`src/rtl/ilid_pkg.sv`:
```
// Shared constants, codes and types for the indexed list block.
package ilid_pkg;

    localparam int LIST_DEPTH = 32;
    localparam int IDX_W      = $clog2(LIST_DEPTH);
    localparam int CNT_W      = $clog2(LIST_DEPTH + 1);
    localparam int DATA_W     = 32;
    localparam int CMD_W      = 3;
    localparam int POS_W      = 6;
    localparam int STAT_W     = 3;
    localparam int IPOS_W     = 5;
    localparam int FILL_W     = 6;

    typedef enum logic [CMD_W-1:0] {
        CMD_APPEND = 3'd0,
        CMD_INSERT = 3'd1,
        CMD_UPDATE = 3'd2,
        CMD_DELETE = 3'd3,
        CMD_DUMP   = 3'd4,
        CMD_CLEAR  = 3'd5
    } cmd_t;

    typedef enum logic [STAT_W-1:0] {
        ST_OK     = 3'd0,
        ST_FULL   = 3'd1,
        ST_BADPOS = 3'd2,
        ST_EMPTY  = 3'd3,
        ST_BADCMD = 3'd4
    } status_t;

    typedef enum logic [2:0] {
        OP_HOLD   = 3'd0,
        OP_INSERT = 3'd1,
        OP_UPDATE = 3'd2,
        OP_DELETE = 3'd3,
        OP_ROTATE = 3'd4
    } cell_op_t;

    // Control broadcast to every cell of the chain.
    typedef struct packed {
        cell_op_t         op;
        logic [CNT_W-1:0] pos;   // target index
        logic [CNT_W-1:0] tail;  // index of the last valid entry (rotate)
    } cell_ctrl_t;

endpackage

```
`src/rtl/indexed_list_insert_delete.sv`:
```
// Top level of the indexed list: command decode, fill count, dump sequencer, result register.
//
//  channel   dir   handshake                     payload
//  command   in    start & !busy                 command, position, new_value
//  result    out   result_strobe (one cycle)     status, item_value, item_position,
//                                                fill_count, last_of_run
//
// Append, insert, update, delete, clear and error commands each give one result beat, the
// cycle after the command is taken, and busy stays low. A dump of N entries rotates the
// cell chain one place per cycle with busy high, sending the head cell on each of N beats;
// the first beat follows the state register entering the dump state and then the result
// register, and the list is back in order after the last one. rst_n clears the fill count
// and control; cell contents are only read below the fill count. The receiver cannot stall.
module indexed_list_insert_delete (
    input  logic                                 clk,
    input  logic                                 rst_n,
    input  logic                                 start,
    output logic                                 busy,
    input  logic [ilid_pkg::CMD_W-1:0]           command,
    input  logic [ilid_pkg::POS_W-1:0]           position,
    input  logic signed [ilid_pkg::DATA_W-1:0]   new_value,
    output logic                                 result_strobe,
    output logic [ilid_pkg::STAT_W-1:0]          status,
    output logic signed [ilid_pkg::DATA_W-1:0]   item_value,
    output logic [ilid_pkg::IPOS_W-1:0]          item_position,
    output logic [ilid_pkg::FILL_W-1:0]          fill_count,
    output logic                                 last_of_run
);
    import ilid_pkg::*;

    typedef enum logic [1:0] {
        S_IDLE = 2'b01,
        S_DUMP = 2'b10
    } state_t;

    state_t                 state_reg,  state_next;
    logic [CNT_W-1:0]       count_reg,  count_next;
    logic [IDX_W-1:0]       dump_idx_reg, dump_idx_next;

    logic                   strobe_reg,   strobe_next;
    status_t                status_reg,   status_next;
    logic signed [DATA_W-1:0] value_reg,  value_next;
    logic [IPOS_W-1:0]      ipos_reg,     ipos_next;
    logic                   last_reg,     last_next;

    cell_ctrl_t             ctrl;
    logic signed [DATA_W-1:0] cell_value [LIST_DEPTH];
    logic signed [DATA_W-1:0] removed;
    logic [CNT_W-1:0]       pos_c;
    logic [CNT_W-1:0]       tail;
    logic                   accept;
    logic                   full;
    logic                   empty;

    assign accept = start && (state_reg == S_IDLE);
    assign pos_c  = CNT_W'(position);
    assign tail   = count_reg - CNT_W'(1);
    assign full   = (count_reg == CNT_W'(LIST_DEPTH));
    assign empty  = (count_reg == '0);

    // ---- cell chain ----
    for (genvar g = 0; g < LIST_DEPTH; g++)
    begin : g_cell
        logic signed [DATA_W-1:0] left_v;
        logic signed [DATA_W-1:0] right_v;

        if (g == 0)
        begin : g_first
            assign left_v = '0;
        end
        else
        begin : g_left
            assign left_v = cell_value[g-1];
        end

        if (g == LIST_DEPTH - 1)
        begin : g_end
            assign right_v = '0;
        end
        else
        begin : g_right
            assign right_v = cell_value[g+1];
        end

        ilid_cell u_cell (
            .clk         (clk),
            .ctrl        (ctrl),
            .index       (CNT_W'(g)),
            .left_value  (left_v),
            .right_value (right_v),
            .head_value  (cell_value[0]),
            .new_value   (new_value),
            .value       (cell_value[g])
        );
    end

    // word at the delete position, picked by an OR over the cells
    always_comb
    begin
        removed = '0;
        for (int k = 0; k < LIST_DEPTH; k++)
        begin
            if (CNT_W'(k) == pos_c)
            begin
                removed = removed | cell_value[k];
            end
        end
    end

    // ---- command decode and dump sequencing ----
    always_comb
    begin
        state_next    = state_reg;
        count_next    = count_reg;
        dump_idx_next = dump_idx_reg;
        strobe_next   = 1'b0;
        status_next   = ST_OK;
        value_next    = '0;
        ipos_next     = '0;
        last_next     = 1'b1;
        ctrl.op       = OP_HOLD;
        ctrl.pos      = pos_c;
        ctrl.tail     = tail;

        case (state_reg)
            S_IDLE:
            begin
                if (accept)
                begin
                    strobe_next = 1'b1;
                    case (command)
                        CMD_APPEND:
                        begin
                            if (full)
                            begin
                                status_next = ST_FULL;
                            end
                            else
                            begin
                                ctrl.op    = OP_INSERT;
                                ctrl.pos   = count_reg;
                                count_next = count_reg + CNT_W'(1);
                                value_next = new_value;
                                ipos_next  = IPOS_W'(count_reg);
                            end
                        end
                        CMD_INSERT:
                        begin
                            if (full)
                            begin
                                status_next = ST_FULL;
                            end
                            else if (pos_c > count_reg)
                            begin
                                status_next = ST_BADPOS;
                            end
                            else
                            begin
                                ctrl.op    = OP_INSERT;
                                count_next = count_reg + CNT_W'(1);
                                value_next = new_value;
                                ipos_next  = IPOS_W'(pos_c);
                            end
                        end
                        CMD_UPDATE:
                        begin
                            if (empty)
                            begin
                                status_next = ST_EMPTY;
                            end
                            else if (pos_c >= count_reg)
                            begin
                                status_next = ST_BADPOS;
                            end
                            else
                            begin
                                ctrl.op    = OP_UPDATE;
                                value_next = new_value;
                                ipos_next  = IPOS_W'(pos_c);
                            end
                        end
                        CMD_DELETE:
                        begin
                            if (empty)
                            begin
                                status_next = ST_EMPTY;
                            end
                            else if (pos_c >= count_reg)
                            begin
                                status_next = ST_BADPOS;
                            end
                            else
                            begin
                                ctrl.op    = OP_DELETE;
                                count_next = tail;
                                value_next = removed;
                                ipos_next  = IPOS_W'(pos_c);
                            end
                        end
                        CMD_DUMP:
                        begin
                            if (empty)
                            begin
                                status_next = ST_EMPTY;
                            end
                            else
                            begin
                                // beats come from the dump state
                                strobe_next   = 1'b0;
                                state_next    = S_DUMP;
                                dump_idx_next = '0;
                            end
                        end
                        CMD_CLEAR:
                        begin
                            // cells keep stale words; nothing reads past the count
                            count_next = '0;
                        end
                        default:
                        begin
                            status_next = ST_BADCMD;
                        end
                    endcase
                end
            end
            S_DUMP:
            begin
                strobe_next   = 1'b1;
                ctrl.op       = OP_ROTATE;
                value_next    = cell_value[0];
                ipos_next     = IPOS_W'(dump_idx_reg);
                last_next     = (CNT_W'(dump_idx_reg) == tail);
                dump_idx_next = dump_idx_reg + IDX_W'(1);
                if (last_next)
                begin
                    state_next = S_IDLE;
                end
            end
            default:
            begin
                state_next = S_IDLE;
            end
        endcase
    end

    always_ff @(posedge clk or negedge rst_n)
    begin
        if (!rst_n)
        begin
            state_reg    <= S_IDLE;
            count_reg    <= '0;
            dump_idx_reg <= '0;
            strobe_reg   <= 1'b0;
        end
        else
        begin
            state_reg    <= state_next;
            count_reg    <= count_next;
            dump_idx_reg <= dump_idx_next;
            strobe_reg   <= strobe_next;
        end
    end

    // result payload
    always_ff @(posedge clk)
    begin
        status_reg <= status_next;
        value_reg  <= value_next;
        ipos_reg   <= ipos_next;
        last_reg   <= last_next;
    end

    assign busy          = (state_reg != S_IDLE);
    assign result_strobe = strobe_reg;
    assign status        = status_reg;
    assign item_value    = value_reg;
    assign item_position = ipos_reg;
    assign fill_count    = FILL_W'(count_reg);
    assign last_of_run   = last_reg;

endmodule

```
`src/rtl/ilid_cell.sv`:
```
// One storage cell of the list chain: holds a word, takes it from a neighbor on shifts.
module ilid_cell (
    input  logic                                 clk,
    input  ilid_pkg::cell_ctrl_t                 ctrl,
    input  logic [ilid_pkg::CNT_W-1:0]           index,
    input  logic signed [ilid_pkg::DATA_W-1:0]   left_value,
    input  logic signed [ilid_pkg::DATA_W-1:0]   right_value,
    input  logic signed [ilid_pkg::DATA_W-1:0]   head_value,
    input  logic signed [ilid_pkg::DATA_W-1:0]   new_value,
    output logic signed [ilid_pkg::DATA_W-1:0]   value
);
    import ilid_pkg::*;

    logic signed [DATA_W-1:0] value_reg;
    logic signed [DATA_W-1:0] value_next;

    always_comb
    begin
        value_next = value_reg;
        case (ctrl.op)
            OP_INSERT:
            begin
                if (index == ctrl.pos)
                begin
                    value_next = new_value;
                end
                else if (index > ctrl.pos)
                begin
                    value_next = left_value;
                end
            end
            OP_UPDATE:
            begin
                if (index == ctrl.pos)
                begin
                    value_next = new_value;
                end
            end
            OP_DELETE:
            begin
                if (index >= ctrl.pos)
                begin
                    value_next = right_value;
                end
            end
            OP_ROTATE:
            begin
                // tail takes the head; cells below it move down one
                if (index == ctrl.tail)
                begin
                    value_next = head_value;
                end
                else if (index < ctrl.tail)
                begin
                    value_next = right_value;
                end
            end
            default:
            begin
                value_next = value_reg;
            end
        endcase
    end

    always_ff @(posedge clk)
    begin
        value_reg <= value_next;
    end

    assign value = value_reg;

endmodule

```
`config.mk`:
```
export PLATFORM = sky130hd
export DESIGN_NAME = indexed_list_insert_delete
export DESIGN_NICKNAME = d
export VERILOG_FILES = /design/src/rtl/ilid_pkg.sv /design/src/rtl/indexed_list_insert_delete.sv /design/src/rtl/ilid_cell.sv
export SDC_FILE = /design/constraint.sdc
export NUM_CORES = 2
export LEC_CHECK = 0
export BUFFER_PORTS_ARGS = -buffer_cell sky130_fd_sc_hd__clkbuf_2
export CORE_UTILIZATION = 32
export CTS_CLUSTER_DIAMETER = 150
export DETAILED_ROUTE_END_ITERATION = 8
export PLACE_DENSITY = 0.43
export RECOVER_POWER = 100
export SLEW_MARGIN = 20
export SYNTH_ARGS = -nofsm -noshare
export SYNTH_HDL_FRONTEND = slang
export SYNTH_SLANG_ARGS = --single-unit
```
`constraint.sdc`:
```
create_clock -name clk -period 12.1 [get_ports clk]
set_clock_uncertainty 0.1 [all_clocks]
set_input_delay 0.605 -clock clk [delete_from_list [all_inputs] [get_ports clk]]
set_output_delay 0.605 -clock clk [all_outputs]
set_load 0.01 [all_outputs]
```
# == Word-level counts from Yosys, hierarchy flattened ==
# Cells that the tools add are included.
# word_totals
wordCells,775
out_inout_bits,49
ff_bits,1079
inputBits,44
# classes
n_eq_ne,245
n_reduce_logical,46
add_sub_neg,3
bitwise,31
mux,312
n_lt_le_gt_ge,98
# ops
op,count
two-way mux 32 bit,232
case mux 32 bit (4 select lines),33
bitwise OR 32 bit,31
equality test 5 x 6 -> 1 bit (first input constant),48
!= test 3 x 1 -> 1 bit (second input constant),63
AND reduction 5 bit,31
equality test 4 x 6 -> 1 bit (first input constant),24
!= test 2 x 1 -> 1 bit (second input constant),67
>= comparator 5 x 6 -> 1 bit (first input constant),16
> comparator 5 x 6 -> 1 bit (first input constant),16
< comparator 5 x 6 -> 1 bit (first input constant),16
equality test 3 x 6 -> 1 bit (first input constant),12
case mux 32 bit (2 select lines),1
>= comparator 4 x 6 -> 1 bit (first input constant),8
> comparator 4 x 6 -> 1 bit (first input constant),8
< comparator 4 x 6 -> 1 bit (first input constant),8
two-way mux 5 bit,9
two-way mux 6 bit,7
equality test 2 x 6 -> 1 bit (first input constant),6
two-way mux 2 bit,13
>= comparator 3 x 6 -> 1 bit (first input constant),4
> comparator 3 x 6 -> 1 bit (first input constant),4
logical NOT 6 bit,4
< comparator 3 x 6 -> 1 bit (first input constant),4
other kinds (41),70

# == Depth between registers and ports, before layout ==
# logic_depth
depth_word,69
mapped_depth,15
ltp_nobuf,8

# == Modules after synthesis ==
# From an unflattened synthesis, not the netlist that was laid out.
# hier_totals
cells_unflattened,8740
area_unflattened_um2,87486.4
# modules_own_cells
module,instances,cells_each,area_per_inst_um2
ilid_cell (g_cell[0].u_cell ...),31,232,2433.6
indexed_list_insert_delete,1,1312,9529.1
ilid_cell (g_cell[15].u_cell),1,236,2516.2

# == Least setup slack after synthesis ==
# No wires, ideal clock.
# synth_path
path_kind,flip-flop to flip-flop
start,register count_reg[5] (netlist: fill_count[5])
end,"register g_cell[11].u_cell.value_reg[0], enable pin"
path_stages_with_launch,14
setup_time_ps,595
path_buffers,5
setup_slack_ps,3118
required_ps,11405
t_arrival_ps,8287
period_less_slack_ps,8982
cell_sequence,dfrtp_1 -> clkbuf_1 -> buf_2 -> buf_1 -> inv_1 -> clkbuf_1 -> ha_1 -> and3_1 -> a221o_1 -> a211oi_2 -> a21o_1 -> buf_2 -> nor2_1 -> a2111oi_0
# synth_via
elab_chain_len,9
word_cells_on_any_way,32
# synth_rtl
item,line_no,source
start: declaration,indexed_list_insert_delete.sv:37,"logic [CNT_W-1:0] count_reg, count_next;"
start signal: assignment,indexed_list_insert_delete.sv:258,count_reg <= count_next;
>= comparator 6 bit or > comparator 6 bit (tied branches),"indexed_list_insert_delete.sv:171, indexed_list_insert_delete.sv:188, indexed_list_insert_delete.sv:153",
two-way mux 2 bit (tied with other cells),indexed_list_insert_delete.sv:188,else if (pos_c >= count_reg)
two-way mux 2 bit (tied with other cells),indexed_list_insert_delete.sv:184,if (empty)
case mux 3 bit (4 select lines),indexed_list_insert_delete.sv:131,case (command)
two-way mux 9 bit,indexed_list_insert_delete.sv:128,if (accept)
case mux 3 bit (2 select lines),indexed_list_insert_delete.sv:125,case (state_reg)
equality test 3 bit (tied with other cells),ilid_cell.sv:20,case (ctrl.op)
!= test 3 x 1 -> 1 bit (no source line) (tied with other cells),--,
AND reduction 5 bit (no source line) *,--,
end signal: assignment,ilid_cell.sv:67,value_reg <= value_next;
end: declaration,ilid_cell.sv:14,logic signed [DATA_W-1:0] value_reg;
# Every way passes the cells marked *; elsewhere a longest branch is shown, timed or not.
# A chain may end at the register's enable or synchronous reset.

# == Worst setup path after layout ==
# layout_path
start,register count_reg[3] (netlist: fill_count[3])
end,"register g_cell[1].u_cell.value_reg[5], enable pin"
# layout_via
elab_chain_len,9
word_cells_on_any_way,32
# layout_rtl
item,line_no
>= comparator 6 bit or > comparator 6 bit (tied branches),"indexed_list_insert_delete.sv:171, indexed_list_insert_delete.sv:188, indexed_list_insert_delete.sv:153"
two-way mux 2 bit (tied with other cells),indexed_list_insert_delete.sv:188
two-way mux 2 bit (tied with other cells),indexed_list_insert_delete.sv:184
case mux 3 bit (4 select lines),indexed_list_insert_delete.sv:131
two-way mux 9 bit,indexed_list_insert_delete.sv:128
case mux 3 bit (2 select lines),indexed_list_insert_delete.sv:125
equality test 3 bit (tied with other cells),ilid_cell.sv:20
!= test 3 x 1 -> 1 bit (no source line) (tied with other cells),--
AND reduction 5 bit (no source line) *,--
end signal: assignment,ilid_cell.sv:67
end: declaration,ilid_cell.sv:14
# Marks and branches as above.

==> out/qor.csv <==
metric,value,unit
switching fraction of total power,0.4580,
Starting DRT DRC Count,12770,
main combinational cell family by area after synthesis,compound AO/OA/AOI/OAI gates,
power density over cell area,220.8,mW/mm²
CP startpoint,fill_count[3],
antenna violations before repair,33,
drt drc,0,
Final min period,9.866,ns
clk sinks,1079,
vias in the first global route,78300,
Slew HR,-2.136,
Logic pwr share,0.417,
fraction of layout cells with a size suffix above 1,0.1348,
CTS clock-pin slew for the worst setup and hold paths,0.06,ns
setup TNS,0,ns
Vias/cell,7.051,
dpl cells,11550,
Ports,93,
sequential fraction of the synthesis area,0.3812,
Die W,513.6,µm
"Cell Area, Placed",0.08728,mm²
adder-cell share of the synthesized area,0.002092,
Final Non-Filler Cells,11830,
GRT Util Overall,0.3408,
CTS tree,built,
reg-to-reg startpoint,fill_count[3],
Clk pwr share,0.215,
Crit Path Class,reg2reg,
Netlist cell types,98,
number of synthesized flops with an enable pin,1024,
post-route core utilization,0.3512,
number of synthesized register bits,1079,
ys async rst share,0.01297,
Synth Area in Compound Gates,0.2486,
simple-gate portion of the synthesized area,0.1263,
Pins Over Slew Limit,667,
CTS Buffer Depth,3,
Synth Net Count,8922,
GP Congestion,0.9014,
Layout area overhead,9.024,%
number of routed nets with antenna violations,0,
Skew-Pair Late Insertion Delay,0.86,ns
Peak VDD IR,0.1752,mV
Crit path required time,12.02,ns
site row count,187,
total number of vias,83430,
first-pass GRT wire length,644.9,mm
Critical Path Source Type,flip-flop,
RSZ-0062 raised after global routing,no,
Post-Syn Instances,8864,
failing checks,"max-capacitance violations, max-slew violations",
total gr overflow,0,
fin area,0.09130,mm²
max FFs per register,1024,
Sw Pwr,9.233,mW
DP HPWL,255.5,mm
CTS root buffer,clkbuf_16,
worst-margin pin slew,4.704,ns
Int Pwr,10.93,mW
Setup-failing EPs final,0,
status,finished with violations,
Ys Warns,0,
hold path start,command[1],
LEAKAGE,32.64,nW
largest net degree at the start of global routing,170,
hold_ws,0.1664,ns
Critical Path AT,9.79,ns
# port buffers,92,
drt first pass iters,6,
final hold violations,0,
post_cts resized,0,
ys flop type,edfxtp_1,
"Cell Area, Synth",0.08374,mm²
routed len/inst,39.58,µm
total core area,0.2599,mm²
WL final,468.3,mm
highest fanout seen on the critical path,41,
htree depth,4,
"Avg Cell Area, Syn",9.447,µm²
Hold Crit Class,in2reg,
Initial Util,0.3222,
Die ar.,0.2637,mm²
nets@finish,8260,
Die Y,513.6,µm
mux cell area share after synthesis,0.1792,
CP endpoint kind,flip-flop,
Max Clk Rate,101.4,MHz
postcts setup bufs,0,
fillers,26050,
CTS Buf Count,145,
Seq pwr share,0.369,
# Max-Cap Violations,18,
XOR/XNOR Fraction of Synth Area,0.001225,
period utilization,0.8154,
## final timing paths
check,to,slack [ns],depth (start not counted)
max in group asynchronous,state_reg[1],10.90,2
setup / recovery,g_cell[1].u_cell.value[5],2.23,11
hold reg to reg,state_reg[0],0.48,2
setup reg to reg,g_cell[1].u_cell.value[5],2.23,11
hold / removal,status[2],0.17,2
min in group asynchronous,fill_count[5],0.38,2
## cell type report
class | count | area (µm²) | area share
diodes | 18 | 45.04 | 0.0004934
clock buffers | 208 | 4053 | 0.04439
clock inverters | 55 | 411.6 | 0.004509
inverters | 45 | 173.9 | 0.001905
multi-input cells | 6538 | 47620 | 0.5216
flip-flops and latches | 1079 | 31920 | 0.3496
well taps | 3496 | 4374 | 0.04791
repair buffers | 393 | 2703 | 0.02960
## power groups by stage
stage / Clock, mW / Combinational (mW) / Sequential (mW)
after detailed placement: 0 / 8.20 / 7.39
after global routing: 4.48 / 8.70 / 7.54
after global placement: 0 / 8.05 / 7.37
after CTS: 4.37 / 8.22 / 7.32
final: 4.33 / 8.40 / 7.43
after floorplan: 0 / 5.08 / 6.87
## synth_stat cells, drive strengths merged (81+ instances only)
cell	n	area share
edfxtp	1024	0.37
mux2i	996	0.12
clkbuf	829	0.037
o211ai	753	0.068
a21oi	633	0.038
nand3	612	0.038
nand2	511	0.023
mux2	447	0.060
buf	373	0.022
o21ai	331	0.020
a22oi	320	0.029
and3	316	0.024
a21boi	233	0.021
a31oi	207	0.015
nor3	199	0.012
nand4	174	0.014
a22o	92	0.0096
o2111ai	85	0.0089
a221o	82	0.0098
a211oi	81	0.0073
nor2	81	0.0037
## cell usage in the layout (no fill, tap or decap), types with 78 or more instances in the layout
| master | n |
|---|---|
| nand2_1 | 502 |
| nand4_1 | 166 |
| a221o_1 | 82 |
| o21ai_0 | 309 |
| nand3_1 | 590 |
| buf_4 | 271 |
| a211oi_1 | 78 |
| mux2i_1 | 995 |
| a21oi_1 | 621 |
| edfxtp_1 | 1024 |
| a31oi_1 | 207 |
| a22oi_1 | 318 |
| and3_1 | 304 |
| nor3_1 | 195 |
| a21boi_0 | 232 |
| mux2_2 | 444 |
| o2111ai_1 | 85 |
| clkbuf_1 | 117 |
| a22o_1 | 92 |
| o211ai_1 | 752 |
| clkbuf_16 | 151 |
## worst max-delay path: stages, from the launching register on
cell	delay [ns]
dfrtp_1	0.32
clkbuf_1	0.91
inv_1	0.39
ha_1	0.42
and3_1	0.18
a221o_1	0.39
a2111oi_0	0.43
buf_4	0.51
and2_2	0.22
clkbuf_1	3.18
a2111oi_2	0.30
clkbuf_1	1.51
## metal layers
| layer | global-route usage | wire, µm | vias to the layer above | share of wire |
|---|---|---|---|---|
| met4 | 0.1571 | 23100 | 4 | 0.049 |
| met3 | 0.08476 | 53340 | 1156 | 0.11 |
| met1 | 0.4632 | 191500 | 42460 | 0.41 |
| li1 | - | - | 33710 | - |
| met5 | 0 | 25 | - | 0.000053 |
| met2 | 0.5045 | 200400 | 6098 | 0.43 |
## kinds of logic (layout without fill, tap and decap cells)
| logic type | count (synthesis) | in the layout |
|---|---|---|
| xor+xnor | 10 | 10 |
| simple gates | 2041 | 2041 |
| buf+inv | 1247 | 701 |
| fa+ha+maj | 14 | 14 |
| mux | 1443 | 1443 |
| other cells | 0 | 18 |
| compound gates | 3030 | 3030 |
| flops | 1079 | 1079 |
## timing repair
item | CTS | global route
setup endpoints to repair | 0 | 0
hold buffers | 1 | 0
hold endpoints to repair | 14 | 0
## stage by stage
| stage | power [mW] | setup WS (ns) |
|---|---|---|
| 3_5_place_dp | 15.59 | 5.235 |
| 5_1_grt | 20.71 | 2.440 |
| 2_1_floorplan | 11.95 | 3.118 |
| 3_3_place_gp | 15.42 | 5.267 |
| 6_report | 20.16 | 2.234 |
| 4_1_cts | 19.91 | 5.226 |
(Power assumes the default switching activity.)
